File: src/hdl/graph_canonical_mask_unit_assert.svh
// Assertion macros for the graph canonical mask unit.
// Needs clk and arst_n in the scope where a macro is used.
`ifndef GRAPH_CANONICAL_MASK_UNIT_ASSERT_SVH
`define GRAPH_CANONICAL_MASK_UNIT_ASSERT_SVH

// Same-cycle implication.
`define GCM_ASSERT_NOW(lbl, ante, cons) \
	lbl: assert property (@(posedge clk) disable iff (!arst_n) (ante) |-> (cons)) \
		else $error("graph canonical mask unit: same-cycle check failed");

// Next-cycle implication.
`define GCM_ASSERT_NEXT(lbl, ante, cons) \
	lbl: assert property (@(posedge clk) disable iff (!arst_n) (ante) |=> (cons)) \
		else $error("graph canonical mask unit: next-cycle check failed");

`endif

File: src/hdl/gcm_pkg.sv
// Shared types and constants for the graph canonical mask unit.
// No dependencies.
package gcm_pkg;

	localparam int MASK_W = 15;
	localparam int KIDX_W = 4;
	localparam int CFG_W  = 3;
	localparam logic [CFG_W-1:0] VERTEX_COUNT_RESET = 3'd6;

	typedef struct packed {
		logic load;
		logic step;
	} gcm_cmd_t;

	typedef struct packed {
		logic last;
	} gcm_sts_t;

endpackage

File: src/hdl/gcm_ctrl.sv
// Controller state machine for the graph canonical mask unit.
// Depends on gcm_pkg.
module gcm_ctrl import gcm_pkg::*; (
	input  logic     clk,
	input  logic     arst_n,
	input  logic     start,
	input  gcm_sts_t sts,
	output gcm_cmd_t cmd,
	output logic     busy,
	output logic     done
);

	localparam logic [1:0] ST_IDLE = 2'd0;
	localparam logic [1:0] ST_RUN  = 2'd1;
	localparam logic [1:0] ST_DONE = 2'd2;

	logic [1:0] state_q;
	logic [1:0] state_d;

	always_comb begin
		state_d = state_q;
		unique case (state_q)
			ST_IDLE: begin
				if (start) state_d = ST_RUN;
			end
			ST_RUN: begin
				if (sts.last) state_d = ST_DONE;
			end
			ST_DONE: begin
				state_d = ST_IDLE;
			end
			default: begin
				state_d = ST_IDLE;
			end
		endcase
	end

	always_ff @(posedge clk or negedge arst_n) begin
		if (!arst_n) begin
			state_q <= ST_IDLE;
		end else begin
			state_q <= state_d;
		end
	end

	assign cmd.load = start && (state_q == ST_IDLE);
	assign cmd.step = (state_q == ST_RUN);
	assign busy     = (state_q != ST_IDLE);
	assign done     = (state_q == ST_DONE);

endmodule

File: src/hdl/gcm_datapath.sv
// Datapath: adjacency matrix, permutation register with next-permutation
// logic, remap of the edge mask and running minimum. Depends on gcm_pkg.
module gcm_datapath import gcm_pkg::*; #(
	parameter int MAX_VERTICES = 6,
	parameter int VW = $clog2(MAX_VERTICES),
	parameter int NW = $clog2(MAX_VERTICES + 1)
) (
	input  logic              clk,
	input  logic              arst_n,
	input  gcm_cmd_t          cmd,
	input  logic [MASK_W-1:0] graph_mask,
	input  logic [NW-1:0]     vertex_num,
	output gcm_sts_t          sts,
	output logic [MASK_W-1:0] best
);

	logic                 adj_q  [MAX_VERTICES][MAX_VERTICES];
	logic                 adj_d  [MAX_VERTICES][MAX_VERTICES];
	logic [VW-1:0]        perm_q [MAX_VERTICES];
	logic [VW-1:0]        swp    [MAX_VERTICES];
	logic [VW-1:0]        perm_d [MAX_VERTICES];
	logic [MASK_W-1:0]    best_q;
	logic [MASK_W-1:0]    cur;
	logic [KIDX_W-1:0]    kl;
	logic [KIDX_W-1:0]    kc;
	logic [VW-1:0]        piv;
	logic [VW-1:0]        pm1;
	logic [VW-1:0]        jsel;
	logic                 found;
	int                   src;

	always_comb begin
		kl = '0;
		for (int i = 0; i < MAX_VERTICES; i++) begin
			for (int j = 0; j < MAX_VERTICES; j++) begin
				adj_d[i][j] = 1'b0;
			end
		end
		for (int i = 0; i < MAX_VERTICES; i++) begin
			for (int j = i + 1; j < MAX_VERTICES; j++) begin
				if (NW'(j) < vertex_num) begin
					adj_d[i][j] = graph_mask[kl];
					adj_d[j][i] = graph_mask[kl];
					kl = kl + KIDX_W'(1);
				end
			end
		end
	end

	always_comb begin
		kc  = '0;
		cur = '0;
		for (int i = 0; i < MAX_VERTICES; i++) begin
			for (int j = i + 1; j < MAX_VERTICES; j++) begin
				if (NW'(j) < vertex_num) begin
					cur[kc] = adj_q[perm_q[i]][perm_q[j]];
					kc = kc + KIDX_W'(1);
				end
			end
		end
	end

	always_comb begin
		found = 1'b0;
		piv   = '0;
		jsel  = '0;
		src   = 0;
		for (int i = 1; i < MAX_VERTICES; i++) begin
			if ((NW'(i) < vertex_num) && (perm_q[i-1] < perm_q[i])) begin
				found = 1'b1;
				piv   = VW'(i);
			end
		end
		pm1 = found ? (piv - VW'(1)) : '0;
		for (int j = 0; j < MAX_VERTICES; j++) begin
			if (found && (VW'(j) >= piv) && (NW'(j) < vertex_num)
					&& (perm_q[j] > perm_q[pm1])) begin
				jsel = VW'(j);
			end
		end
		for (int t = 0; t < MAX_VERTICES; t++) begin
			swp[t] = perm_q[t];
		end
		swp[pm1]  = perm_q[jsel];
		swp[jsel] = perm_q[pm1];
		for (int t = 0; t < MAX_VERTICES; t++) begin
			perm_d[t] = swp[t];
			if ((VW'(t) >= piv) && (NW'(t) < vertex_num)) begin
				src       = int'(piv) + int'(vertex_num) - 1 - t;
				perm_d[t] = swp[src[VW-1:0]];
			end
		end
	end

	always_ff @(posedge clk) begin
		if (cmd.load) begin
			adj_q <= adj_d;
			for (int i = 0; i < MAX_VERTICES; i++) begin
				perm_q[i] <= VW'(i);
			end
		end else if (cmd.step) begin
			perm_q <= perm_d;
		end
	end

	always_ff @(posedge clk or negedge arst_n) begin
		if (!arst_n) begin
			best_q <= '0;
		end else if (cmd.load) begin
			best_q <= '1;
		end else if (cmd.step && (cur < best_q)) begin
			best_q <= cur;
		end
	end

	assign sts.last = !found;
	assign best     = best_q;

endmodule

File: src/hdl/graph_canonical_mask_unit.sv
// Top level of the graph canonical mask unit: configuration register,
// controller and datapath. Depends on gcm_pkg, gcm_ctrl, gcm_datapath.
//
// Usage:
//  - Input: drive graph_mask and raise start; the item is taken at a rising
//    edge with start high and busy low. busy stays high until the result
//    has been shown.
//  - Output: canonical_mask is valid for exactly one cycle while done is
//    high; the receiver must take it then, it cannot stall the block.
//  - Configuration: cfg_data (vertex count) is written when cfg_valid and
//    cfg_ready are both high; cfg_ready is high while the block is idle
//    and start is low. Counts above MAX_VERTICES act as MAX_VERTICES.
//  - Timing: one permutation is remapped and compared per cycle in the
//    datapath while the controller runs; a new item is accepted only once
//    done has passed and the block is idle again.
//  - Reset: arst_n clears the controller to idle and sets the vertex count
//    to 6; no clearing pass is needed.
`include "graph_canonical_mask_unit_assert.svh"
module graph_canonical_mask_unit import gcm_pkg::*; #(
	parameter int MAX_VERTICES = 6
) (
	input  logic              clk,
	input  logic              arst_n,
	input  logic              start,
	output logic              busy,
	input  logic [MASK_W-1:0] graph_mask,
	output logic              done,
	output logic [MASK_W-1:0] canonical_mask,
	input  logic              cfg_valid,
	output logic              cfg_ready,
	input  logic [CFG_W-1:0]  cfg_data
);

	localparam int VW = $clog2(MAX_VERTICES);
	localparam int NW = $clog2(MAX_VERTICES + 1);

	logic [CFG_W-1:0] vertex_count_q;
	logic [NW-1:0]    vertex_num;
	gcm_cmd_t         cmd;
	gcm_sts_t         sts;

	always_ff @(posedge clk or negedge arst_n) begin
		if (!arst_n) begin
			vertex_count_q <= VERTEX_COUNT_RESET;
		end else if (cfg_valid && cfg_ready) begin
			vertex_count_q <= cfg_data;
		end
	end

	assign cfg_ready  = !busy && !start;
	assign vertex_num = (int'(vertex_count_q) > MAX_VERTICES) ? NW'(MAX_VERTICES)
		: NW'(vertex_count_q);

	gcm_ctrl u_ctrl (
		.clk    (clk),
		.arst_n (arst_n),
		.start  (start),
		.sts    (sts),
		.cmd    (cmd),
		.busy   (busy),
		.done   (done)
	);

	gcm_datapath #(
		.MAX_VERTICES (MAX_VERTICES),
		.VW           (VW),
		.NW           (NW)
	) u_datapath (
		.clk        (clk),
		.arst_n     (arst_n),
		.cmd        (cmd),
		.graph_mask (graph_mask),
		.vertex_num (vertex_num),
		.sts        (sts),
		.best       (canonical_mask)
	);

	`GCM_ASSERT_NEXT(a_start_busy, start && !busy, busy && !done)
	`GCM_ASSERT_NOW(a_done_busy, done, busy && !cmd.step)
	`GCM_ASSERT_NEXT(a_done_idle, done, !busy && !done)

endmodule
File: config.mk
export PLATFORM = sky130hd
export DESIGN_NAME = graph_canonical_mask_unit
export DESIGN_NICKNAME = d
export VERILOG_FILES = /design/src/hdl/gcm_pkg.sv /design/src/hdl/gcm_ctrl.sv /design/src/hdl/gcm_datapath.sv /design/src/hdl/graph_canonical_mask_unit.sv
export VERILOG_INCLUDE_DIRS = /design/src /design/src/hdl
export SDC_FILE = /design/constraint.sdc
export NUM_CORES = 1
export LEC_CHECK = 0
export ABC_AREA = 1
export BUFFER_PORTS_ARGS = -buffer_cell sky130_fd_sc_hd__buf_2
export CAP_MARGIN = 30
export CORE_MARGIN = 5
export CORE_UTILIZATION = 40
export DETAILED_ROUTE_END_ITERATION = 6
export GPL_TIMING_DRIVEN = 0
export SYNTH_ARGS = -nofsm -noshare
export SYNTH_HDL_FRONTEND = slang
export SYNTH_SLANG_ARGS = --single-unit
File: constraint.sdc
create_clock -name clk -period 14.4 [get_ports clk]
set_input_delay 2.88 -clock clk [delete_from_list [all_inputs] [get_ports clk]]
set_output_delay 2.88 -clock clk [all_outputs]
set_load 0.02 [all_outputs]
==> summary.md, run 1 <==
| Metric | Value |
|---|---|
| Post-Route Setup TNS | 0 ns |
| CP max stage cell | o21ai_0 |
| Area of the core | 25000 µm² |
| Global placement routability congestion | 1.03 |
| Required time of the critical path | around 15 ns |
| Ys async rst share | between 30 and 40% |
| Final Critical Period | 9.91 ns |
| Slowest stage delay, CP | 0.79 ns |
| Worst reg2reg path depth | 49 |
| Die width | 169 µm |
| RSZ-0062 raised after global routing | false |
| Placement Setup Slack | 4.70 ns |
| Commonest non-fill, non-tap cell in the layout | nand2_1 |
| # DRC | 0 |
| Hold bufs inserted after CTS | 0 |
| Clock H-tree levels | 2 |
| Vias per cell | 6.11 |
| Avg Cell Area, Syn | ~5.8 µm² |
| Net Count, Synth | between 1500 and 2000 |
| Critical path peak fanout | 10 |
| Mapped cell area | 10100 µm² |
| Hold Path Stages | 2 |
| Reg2reg setup slack | 4.49 ns |
| HP Start | u_datapath.best[7] |
| GRT Total Usage | 30.6% |
| Top FF cell, synth | dfxtp_1 |
| Relative slew slack | 31.9% |
| Clk slew on worst S/H paths | 0.09 ns |
| Worst Hold Class | reg2reg |
| Hold WS | 0.526 ns |
| Multi-input gate area | 7700 µm² |
| Final setup skew | between 0.01 and 0.015 ns |
| Row count | 58 |
| Setup violators final | 0 |
| IO buf count | 39 |
| DP Wirelength | 35400 µm |
| Worst Max-Slew Pin Slew | around 1 ns |
| CP Class | reg2reg |
| Yosys cell types | just under 70 |
| Most used cell, CP | inv_1 |
| Final-layout fill cell count | 2846 |
| Initial Utilization | 40.4% |
| Hold Path End | u_datapath.best[7] |
| CP Launch Point | vertex_count_q[1] |
| CTS Buf Count | 5 |
| Outcome | finished, final reports clean |
| Synth Warn # | 0 |
| Drt total wl | 44900 µm |
| Worst EP arrival | 10.12 ns |
| Startpoint Class | flop |
| Gr ovfl total | 0 |
| CTS Sinks | 53 |
| Post-CTS sizing | 0 |
| Layout cells sized above 1 | 9.68% |
| Skew-Pair Late Insertion Delay | 0.32 ns |
| DR pass1 iterations | 6 |
| Max Slew Vio Count | 0 |
| Mapped Cells | 1750 |
| Post-CTS Setup Repair Bufs | 0 |
| Final antenna-violating net count | 0 |
| Antenna violations before repair | 0 |
| Critical Path End Type | flop |
| Register area | roughly 1300 µm² |
| Die Ht | around 170 µm |
| Pin count of the biggest net entering global routing | 25 |
| First-pass GRT wire length | 69000 µm |
| Clock buffer depth | 2 |
| Vias in the first global route | 11800 |
| Final #Nets | approximately 1900 |
| Number of antenna diodes | 0 |
| Root buffer cell | clkbuf_16 |
| Via count | 13000 |
| Synth Register Bits | 53 |
| Post-synth EDFFs | 15 |
| Die footprint | between 20000 and 30000 µm² |
| TritonCTS clock tree | done |
| Crit share post-route | 68.8% |
| I/O Pins | 40 |
| Commonest non-fill, non-tap cells in the layout | nand2_1, inv_1, nand3_1 |
| WL per Instance | 21.1 µm |
| Area Growth Syn to Fin | 7.55% |
| DR iter-0 viols | 1762 |
| Endpoints failing hold | 0 |
| F_max | 0.101 GHz |
| Setup slack after layout | ~4.5 ns |
| R2R Path End | u_datapath.best[9] |
| Max cap viols | 0 |
| Critical R2R Launch | vertex_count_q[1] |
| Seq/Total Area, Yosys | 13.0% |
## metrics by stage
| step | instances | cell area, µm² | util [%] |
|---|---|---|---|
| floorplan | 1750 | 10100 | - |
| global route | 2127 | 10900 | 43.4 |
| detailed placement | 2119 | 10700 | 42.8 |
| finish | 2127 | 10900 | 43.4 |
| CTS | 2127 | 10900 | 43.4 |
| global placement | 2119 | 10700 | 42.8 |
## sequential cells by signal, indices dropped and copies added (netlist names)
register	flops
u_ctrl.state_q	2
u_datapath.adj_q	15
vertex_count_q	3
u_datapath.best	15
u_datapath.perm_q	18
## cells in the mapped netlist (4+ instances only)
| cell type | instances | area share (%) |
|---|---|---|
| nor2_2 | 12 | 0.74 |
| nand2_4 | 11 | 1.2 |
| o21ai_1 | 16 | 0.79 |
| clkinv_1 | 11 | 0.41 |
| o21ai_2 | 7 | 0.61 |
| a2111oi_0 | 4 | 0.35 |
| nand4_1 | 15 | 0.93 |
| nand2_2 | 18 | 1.1 |
| dfxtp_1 | 18 | 3.6 |
| a211oi_1 | 9 | 0.67 |
| a22oi_1 | 8 | 0.59 |
| buf_2 | 13 | 0.64 |
| o2111ai_1 | 4 | 0.35 |
| nand3b_1 | 7 | 0.52 |
| a31oi_1 | 14 | 0.87 |
| o21bai_1 | 5 | 0.37 |
| clkbuf_1 | 45 | 1.7 |
| o21a_1 | 5 | 0.37 |
| o211ai_1 | 41 | 3.0 |
| a21oi_1 | 115 | 5.7 |
| buf_1 | 4 | 0.15 |
| o31ai_1 | 6 | 0.45 |
| o221ai_1 | 18 | 1.6 |
| nor3_1 | 16 | 0.79 |
| dfrtp_1 | 18 | 4.5 |
| nand3_1 | 182 | 9.0 |
| edfxtp_1 | 15 | 4.5 |
| inv_2 | 21 | 0.78 |
| nand3_2 | 7 | 0.69 |
| xor2_1 | 4 | 0.35 |
| nand2_1 | 440 | 16 |
| or2_2 | 6 | 0.37 |
| o21ai_0 | 150 | 7.4 |
| ha_1 | 69 | 8.5 |
| nor2_4 | 8 | 0.89 |
| nor2_1 | 148 | 5.5 |
| inv_1 | 188 | 7.0 |
| o22ai_1 | 25 | 1.5 |
## worst max-delay path, delay by kind of cell (launching register included)
kind            cells  cell delay, ns
simple gates       22            3.39
compound gates      8            1.96
buf+inv            13            1.93
fa+ha+maj           5            1.54
flops               1            0.65
xor+xnor            1            0.32
## cell type report
type | instances | area share [%]
Sequential cell | 53 | 12.1
Timing Repair Buffer | 39 | 1.80
Clock buffer | 5 | 1.15
Inverter | 221 | 7.64
Buffer | 64 | 2.44
Multi-Input combinational cell | 1412 | 70.8
Tap cell | 330 | 3.80
Clock inverter | 3 | 0.265
## routing by layer
layer	share of wire, %	GRT usage, %
met5	0	0
met4	4.3	11.9
met3	8.5	4.18
met2	45	49.3
met1	42	41.3
## kinds of logic (layout without fill, tap and decap cells)
| logic type | after synthesis | count (layout) | share of synthesized area [%] |
|---|---|---|---|
| mux | 1 | 1 | 0.111 |
| buf+inv | 285 | 332 | 10.8 |
| fa+ha+maj | 69 | 69 | 8.54 |
| simple gates | 881 | 881 | 39.6 |
| flops | 53 | 53 | 13.0 |
| compound gates | 455 | 455 | 27.4 |
| xor+xnor | 6 | 6 | 0.520 |
## worst max path at each step
stage	endpoint	slack, ns	cells past startpoint
after floorplan	u_datapath.best[10]	6.61	48
after global placement	u_datapath.best[10]	4.74	49
after detailed placement	u_datapath.best[9]	4.70	49
after CTS	u_datapath.best[9]	4.64	49
after global routing	u_datapath.best[13]	3.70	49
final	u_datapath.best[9]	4.49	49
Power of run 1 is left out: the tool's default activity adds up to more than one toggle a clock period on the data nets, which glitch-free logic cannot reach.
==> run 2: changes to the inputs <==
--- a/config.mk
+++ b/config.mk
@@ -6,7 +6,7 @@
 export SDC_FILE = /design/constraint.sdc
 export NUM_CORES = 1
 export LEC_CHECK = 0
-export ABC_AREA = 1
+export ABC_AREA = 0
 export BUFFER_PORTS_ARGS = -buffer_cell sky130_fd_sc_hd__buf_2
 export CAP_MARGIN = 30
 export CORE_MARGIN = 5
==> constraint.sdc (replaced) <==
create_clock -name clk -period 8.99 [get_ports clk]
set_input_delay 1.798 -clock clk [delete_from_list [all_inputs] [get_ports clk]]
set_output_delay 1.798 -clock clk [all_outputs]
set_load 0.02 [all_outputs]
==> run 2 against run 1 <==
  * Critical path type unchanged
  * Global-route usage rose by 0.42 points
  * Critical endpoint is now u_datapath.perm_q[16]
  * Largest cell class unchanged
  * Design area is 12% higher
  * Critical path depth fell by 22
  * Highest routed layer unchanged
  * Setup slack lost 4.2 ns
==> summary.md, run 2 <==
| Metric | Value |
|---|---|
| Area Growth Syn to Fin | 11.7% |
| Vias per cell | 6.97 (+14%) |
| Yosys cell types | 94 (+36%) |
| Final setup skew | 0.0102 ns (-0.00462 ns) |
| Endpoints failing hold | 0 (unchanged) |
| Final #Nets | 1608 (-15%) |
| List of most frequent post-synthesis cells | nand2_1, nor2_1, a21oi_1 |
| Pin count of the biggest net entering global routing | 21 (-16%) |
| CP max stage cell | o41ai_2 |
| Skew-Pair Late Insertion Delay | 0.32 ns (about the same) |
| Number of antenna diodes | 0 (unchanged) |
| Largest Register | u_datapath.perm_q |
| Root buffer cell | clkbuf_16 |
| GRT Total Usage | 31.0% (+0.42 points) |
| Worst EP arrival | 8.91 ns (-1.21 ns) |
| Max FFs per register | 18 (unchanged) |
| Max Slew Vio Count | 0 (unchanged) |
| Mapped Cells | 1456 (-17%) |
| Drt total wl | 49500 µm (+10%) |
| IO buf count | 37 (-5.1%) |
| TritonCTS clock tree | done |
| Synth Register Bits | 53 (unchanged) |
| Synth Warn # | 0 (unchanged) |
| Crit share post-route | 97.1% (+28 points) |
| Outcome | finished, final reports clean |
| CP Class | reg2reg |
| Clk slew on worst S/H paths | 0.09 ns (about the same) |
| Max cap viols | 0 (unchanged) |
| Avg Cell Area, Syn | 7.45 µm² (+29%) |
| # DRC | 0 (unchanged) |
| Worst Max-Slew Pin Slew | 1.06 ns (+0.0482 ns) |
| Die Ht | 175 µm (+3.4%) |
| Commonest non-fill, non-tap cells in the layout | nand2_1, nor2_1, a21oi_1 |
| Net Count, Synth | 1547 (-16%) |
| Seq/Total Area, Yosys | 12.1% (-0.89 points) |
| Worst Path Buf+Inv | 4 (-9) |
| Ys async rst share | 37.7% (unchanged) |
| F_max | 0.115 GHz (+14%) |
| Vias in the first global route | 12100 (+2.7%) |
| Die width | 175 µm (+3.4%) |
| Most used cell, CP | ha_1 |
| Required time of the critical path | 9.17 ns (-5.44 ns) |
| CTS Sinks | 53 (unchanged) |
| DP Wirelength | 37600 µm (+6.3%) |
| Setup violators final | 0 (unchanged) |
| Initial Utilization | 40.5% (+0.13 points) |
| Clock H-tree levels | 2 (unchanged) |
| First-pass GRT wire length | 74800 µm (+8.4%) |
| CTS Buf Count | 5 (unchanged) |
| Placed instance area | 11500 µm² (+7.5%) |
| Via count | 13000 (-0.30%) |
| DR iter-0 viols | 1964 (+11%) |
| Top FF cell, synth | dfxtp_1 |
| Slowest stage delay, CP | 0.60 ns (-0.19 ns) |
| Startpoint Class | flop |
| Row count | 60 (+3.4%) |
| Top cells by area, synth | mux4_2, ha_1, mux2i_1 |
| Commonest non-fill, non-tap cell in the layout | nand2_1 |
| Design Area, Final | 12100 µm² (+12%) |
| Critical Path End Type | flop |
| Mapped cell area | 10900 µm² (+7.4%) |
| Synth top area share | 8.92% (-7.4 points) |
| Antenna violations before repair | 0 (unchanged) |
| Post-synth EDFFs | 15 (unchanged) |
| Final antenna-violating net count | 0 (unchanged) |
| Layout cells sized above 1 | 15.9% (+6.3 points) |
| I/O Pins | 40 (unchanged) |
| Worst Hold Class | reg2reg |
| Most numerous cell in the Yosys netlist | nand2_1 |
| Clock buffer depth | 2 (unchanged) |
| Gr ovfl total | 0 (unchanged) |
| Final Critical Period | 8.73 ns (-1.18 ns) |
| Area of the core | 26800 µm² (+7.0%) |
| DR pass1 iterations | 6 (unchanged) |
| WL per Instance | 26.6 µm (+26%) |
| Synth area leader | mux4_2 |
| Relative slew slack | 29.0% (-2.9 points) |
| Die footprint | 30500 µm² (+6.9%) |
| Global placement routability congestion | 1.01 (-1.7%) |
| Critical path peak fanout | 10 (unchanged) |
| Top Family by Delay on Critical Path | compound AO/OA/AOI/OAI gates |
==> run 2: cell count changes in the layout (fill, tap and decap cells not counted), sizes merged, moves of 23 or more <==
cell	before	now
o21ai	174	95
mux4	0	43
nor2	171	124
buf	58	81
clkbuf	50	96
inv	211	68
nand3	191	66
mux2i	0	76
nand2	469	166
mux2	1	26
o211ai	42	16
==> run 2: worst reg2reg max path, cell delays in order, from the launching register on <==
cell and delay (ns):
dfxtp_1 0.49, clkbuf_1 0.43, clkbuf_2 0.38, inv_1 0.17, ha_1 0.34, a211o_1 0.25
a31oi_1 0.28, a21bo_2 0.28, a21o_1 0.25, nand2_1 0.20, inv_1 0.18, ha_1 0.31
o41ai_2 0.60, nand2_1 0.30, o32a_1 0.34, nand2_2 0.29, ha_1 0.31, nand3_1 0.08
o21ai_0 0.14, nor4_2 0.48, nor2_1 0.22, a22oi_4 0.38, mux2i_4 0.42, nand4b_1 0.19
a22oi_1 0.56, mux2i_1 0.16, o2111a_1 0.27, a21oi_1 0.33
==> run 2: timing repair <==
action	in CTS	in global routing
endpoints found under the setup margin	33	33
pin swaps	5	4
gates cloned	1	0
gates resized for setup	35	51
hold buffers	0	0
setup buffers	6	7
==> run 2: layout make-up <==
| cell class | count | area [µm²] |
|---|---|---|
| sequential | 53 | 1310 |
| clock inverter | 3 | 28.8 |
| buffer | 115 | 490 |
| timing repair buffer | 57 | 348 |
| clock buffer | 5 | 125 |
| inverter | 68 | 259 |
| multi-input combinational | 1217 | 9130 |
| fill | 2701 | 14700 |
| tap | 341 | 427 |
==> run 2: cell families after synthesis <==
logic type	count (synthesis)	share of synthesized area, %
simple gates	501	21.5
compound gates	480	31.3
mux	145	18.7
xor+xnor	22	1.78
flops	53	12.1
fa+ha+maj	69	7.95
buf+inv	186	6.70
==> run 2: metal layers <==
| metal | GRT usage, % | routed length (µm) | part of all wire (%) | vias up |
|---|---|---|---|---|
| met5 | 0 | 0 | 0 | - |
| met4 | 12.4 | 2380 | 4.8 | 0 |
| met3 | 6.25 | 5280 | 11 | 188 |
| met2 | 48.9 | 21900 | 44 | 904 |
| met1 | 41.6 | 19900 | 40 | 6168 |
| li1 | - | - | - | 5696 |
==> run 2: path summary, 6_finish.rpt <==
kind,start,end,slack [ns],depth (start not counted)
setup / recovery,u_datapath.perm_q[14],u_datapath.perm_q[16],0.26,27
hold / removal,u_datapath.best[1],u_datapath.best[1],0.61,3
setup reg to reg,u_datapath.perm_q[14],u_datapath.perm_q[16],0.26,27
hold reg to reg,u_datapath.best[1],u_datapath.best[1],0.61,3
max in group asynchronous,arst_n,vertex_count_q[1],7.22,1
min in group asynchronous,arst_n,u_datapath.best[10],1.42,1
==> run 2: metrics by stage <==
| stage | hold slack, ns | std cells | utilization, % | setup TNS, ns | setup slack [ns] |
|---|---|---|---|---|---|
| detailed placement | 0.600 | 1839 | 43.0 | -41.51 | -2.31 |
| finish | 0.611 | 1859 | 45.2 | 0 | 0.264 |
| global placement | 0.557 | 1834 | 42.8 | -52.72 | -2.48 |
| CTS | 0.623 | 1852 | 44.2 | 0 | 0.000557 |
| global route | 0.652 | 1859 | 45.2 | -0.0130 | -0.0130 |
| floorplan | 0.596 | 1456 | - | 0 | 0.166 |
Power of run 2 is left out for the same reason.
==> run 3: changes to the inputs <==
--- a/config.mk
+++ b/config.mk
@@ -13,6 +13,7 @@
 export CORE_UTILIZATION = 40
 export DETAILED_ROUTE_END_ITERATION = 6
 export GPL_TIMING_DRIVEN = 0
+export PLACE_DENSITY = 0.58
 export SYNTH_ARGS = -nofsm -noshare
 export SYNTH_HDL_FRONTEND = slang
 export SYNTH_SLANG_ARGS = --single-unit
==> run 3 against run 2 <==
  * Final cell count down 0.16%
  * Setup slack got worse by 0.051 ns
  * Sequential share of layout area barely moved
  * Critical path depth increased by 2
  * Global-route usage increased by 0.35 points
  * Critical path type unchanged
  * Die area did not move
  * Register-to-register slack got worse by 0.05 ns
  * Design area up 0.14%
==> summary.md, run 3 (synthesized netlist as in run 2, its figures left out) <==
| Metric | Value |
|---|---|
| Commonest non-fill, non-tap cell in the layout | nand2_1 |
| Final setup skew | 0.0139 ns (+0.00365 ns) |
| F_max | 0.114 GHz (-0.58%) |
| GR met2 Demand/Resource | 48.7% (-0.24 points) |
| Worst EP arrival | 8.90 ns (about the same) |
| Non-Filler Instances | 1856 (-0.16%) |
| Placed instance area | 11500 µm² (-0.23%) |
| Final Critical Period | 8.78 ns (+0.0513 ns) |
| CP max stage cell | a211o_2 |
| Required time of the critical path | 9.12 ns (-0.05 ns) |
| Startpoint Class | flop |
| Slowest stage delay, CP | 0.54 ns (-0.06 ns) |
| Die width | 175 µm (unchanged) |
| I/O Pins | 40 (unchanged) |
| Number of antenna diodes | 0 (unchanged) |
| DR pass1 iterations | 6 (unchanged) |
| Clock buffer depth | 2 (unchanged) |
| Skew-Pair Late Insertion Delay | 0.31 ns (about the same) |
| IO buf count | 37 (unchanged) |
| Via count | 12900 (-0.41%) |
| Area of the core | 26800 µm² (unchanged) |
| Vias in the first global route | 12200 (+0.70%) |
| Critical path peak fanout | 13 (+3) |
| Final Core Density | 45.3% (+0.065 points) |
| Clock H-tree levels | 2 (unchanged) |
| TritonCTS clock tree | done |
| CP Class | reg2reg |
| Commonest non-fill, non-tap cells in the layout | nand2_1, nor2_1, a21oi_1 |
| Antenna violations before repair | 0 (unchanged) |
| Row count | 60 (unchanged) |
| GRT Total Usage | 31.3% (+0.35 points) |
| Final antenna-violating net count | 0 (unchanged) |
| Gr ovfl total | 0 (unchanged) |
| Max Slew Vio Count | 0 (unchanged) |
| Pin count of the biggest net entering global routing | 25 (+19%) |
| Placement Setup Slack | -2.64 ns (-0.335 ns) |
| Hold bufs inserted after CTS | 0 (unchanged) |
| GR Util met3 | 5.19% (-1.1 points) |
| Die footprint | 30500 µm² (unchanged) |
| DP Wirelength | 37700 µm (about the same) |
| # DRC | 0 (unchanged) |
| WL per Instance | 26.9 µm (+1.0%) |
| Global placement routability congestion | 1.04 (+3.3%) |
| DR iter-0 viols | 1749 (-11%) |
| Critical Path End Type | flop |
| CTS Buf Count | 5 (unchanged) |
| Layout cells sized above 1 | 16.5% (+0.56 points) |
| Worst Max-Slew Pin Slew | 1.10 ns (+0.0404 ns) |
| Max FFs per register | 18 (unchanged) |
| Area Growth Syn to Fin | 11.9% |
| Relative slew slack | 26.0% (-2.9 points) |
| Outcome | finished, final reports clean |
| Endpoints failing hold | 0 (unchanged) |
| CTS Sinks | 53 (unchanged) |
| Vias per cell | 6.95 (-0.25%) |
| Met1 global-route usage | 42.3% (+0.67 points) |
| First-pass GRT wire length | 75300 µm (+0.69%) |
| Root buffer cell | clkbuf_16 |
| Placed Cells | 1836 (-0.16%) |
| Die Ht | 175 µm (unchanged) |
| Setup slack after layout | 0.212 ns (-0.0513 ns) |
| Largest Register | u_datapath.perm_q |
| Final #Nets | 1605 (-0.19%) |
| Crit share post-route | 97.6% (+0.57 points) |
| Drt total wl | 50000 µm (+0.88%) |
| Setup violators final | 0 (unchanged) |
| Max cap viols | 0 (unchanged) |
| Final-layout fill cell count | 2747 (+1.7%) |
| Clk slew on worst S/H paths | 0.08 ns (about the same) |
| Global routing's busiest layer | met2 |
| Worst Hold Class | reg2reg |
| Initial Utilization | 40.5% (unchanged) |
| Design Area, Final | 12100 µm² (+0.14%) |
## run 3: changes by cell type in the layout (fill, tap and decap cells not counted), sizes merged
cell	change
buf	-1
clkbuf	-1
clkinv	-1
## run 3: critical path: cells and delay by family (launching register included)
family	cells	cell delay (ns)
compound gates	12	3.78
buf+inv	6	1.49
simple gates	7	1.36
fa+ha+maj	3	0.93
mux	1	0.52
flops	1	0.48
## run 3: metal layers
metal / wire, µm / share of wire (%) / vias to the layer above
met4: 2870 / 5.7 / 0
met5: 0 / 0 / -
li1: - / - / 5693
met2: 21800 / 44 / 835
met3: 4920 / 9.8 / 182
met1: 20300 / 41 / 6193
## run 3: path summary, 6_finish.rpt
check	endpoint	slack (ns)	cells past startpoint	startpoint
min in group asynchronous	u_datapath.best[6]	1.42	1	arst_n
max	u_datapath.perm_q[3]	0.21	29	u_datapath.perm_q[10]
min	u_datapath.best[3]	0.58	2	u_datapath.best[3]
max in group asynchronous	vertex_count_q[1]	7.24	1	arst_n
min reg2reg	u_datapath.best[3]	0.58	2	u_datapath.best[3]
max reg2reg	u_datapath.perm_q[3]	0.21	29	u_datapath.perm_q[10]
## run 3: layout make-up
type | instances | area [µm²] | area share [%]
Tap cell | 341 | 427 | 3.51
Buffer | 115 | 493 | 4.06
Multi-Input combinational cell | 1217 | 9170 | 75.5
Timing Repair Buffer | 54 | 317 | 2.61
Clock buffer | 6 | 150 | 1.24
Clock inverter | 2 | 17.5 | 0.144
Inverter | 68 | 259 | 2.13
Sequential cell | 53 | 1310 | 10.8
## run 3: stage by stage
step | TNS (ns) | hold slack, ns
finish | 0 | 0.578
global route | -0.0735 | 0.638
CTS | 0 | 0.588
detailed placement | -50.82 | 0.569
global placement | -54.72 | 0.572
floorplan | 0 | 0.596
## run 3: what timing repair did
action / 4_1_cts / 5_1_grt
gates resized for setup: 41 / 57
hold endpoints to repair: 0 / 0
buffers inserted: 7 / 7
pin swaps: 6 / 8
setup endpoints to repair: 33 / 33
cloned: 1 / 0
Power of run 3 is left out for the same reason.
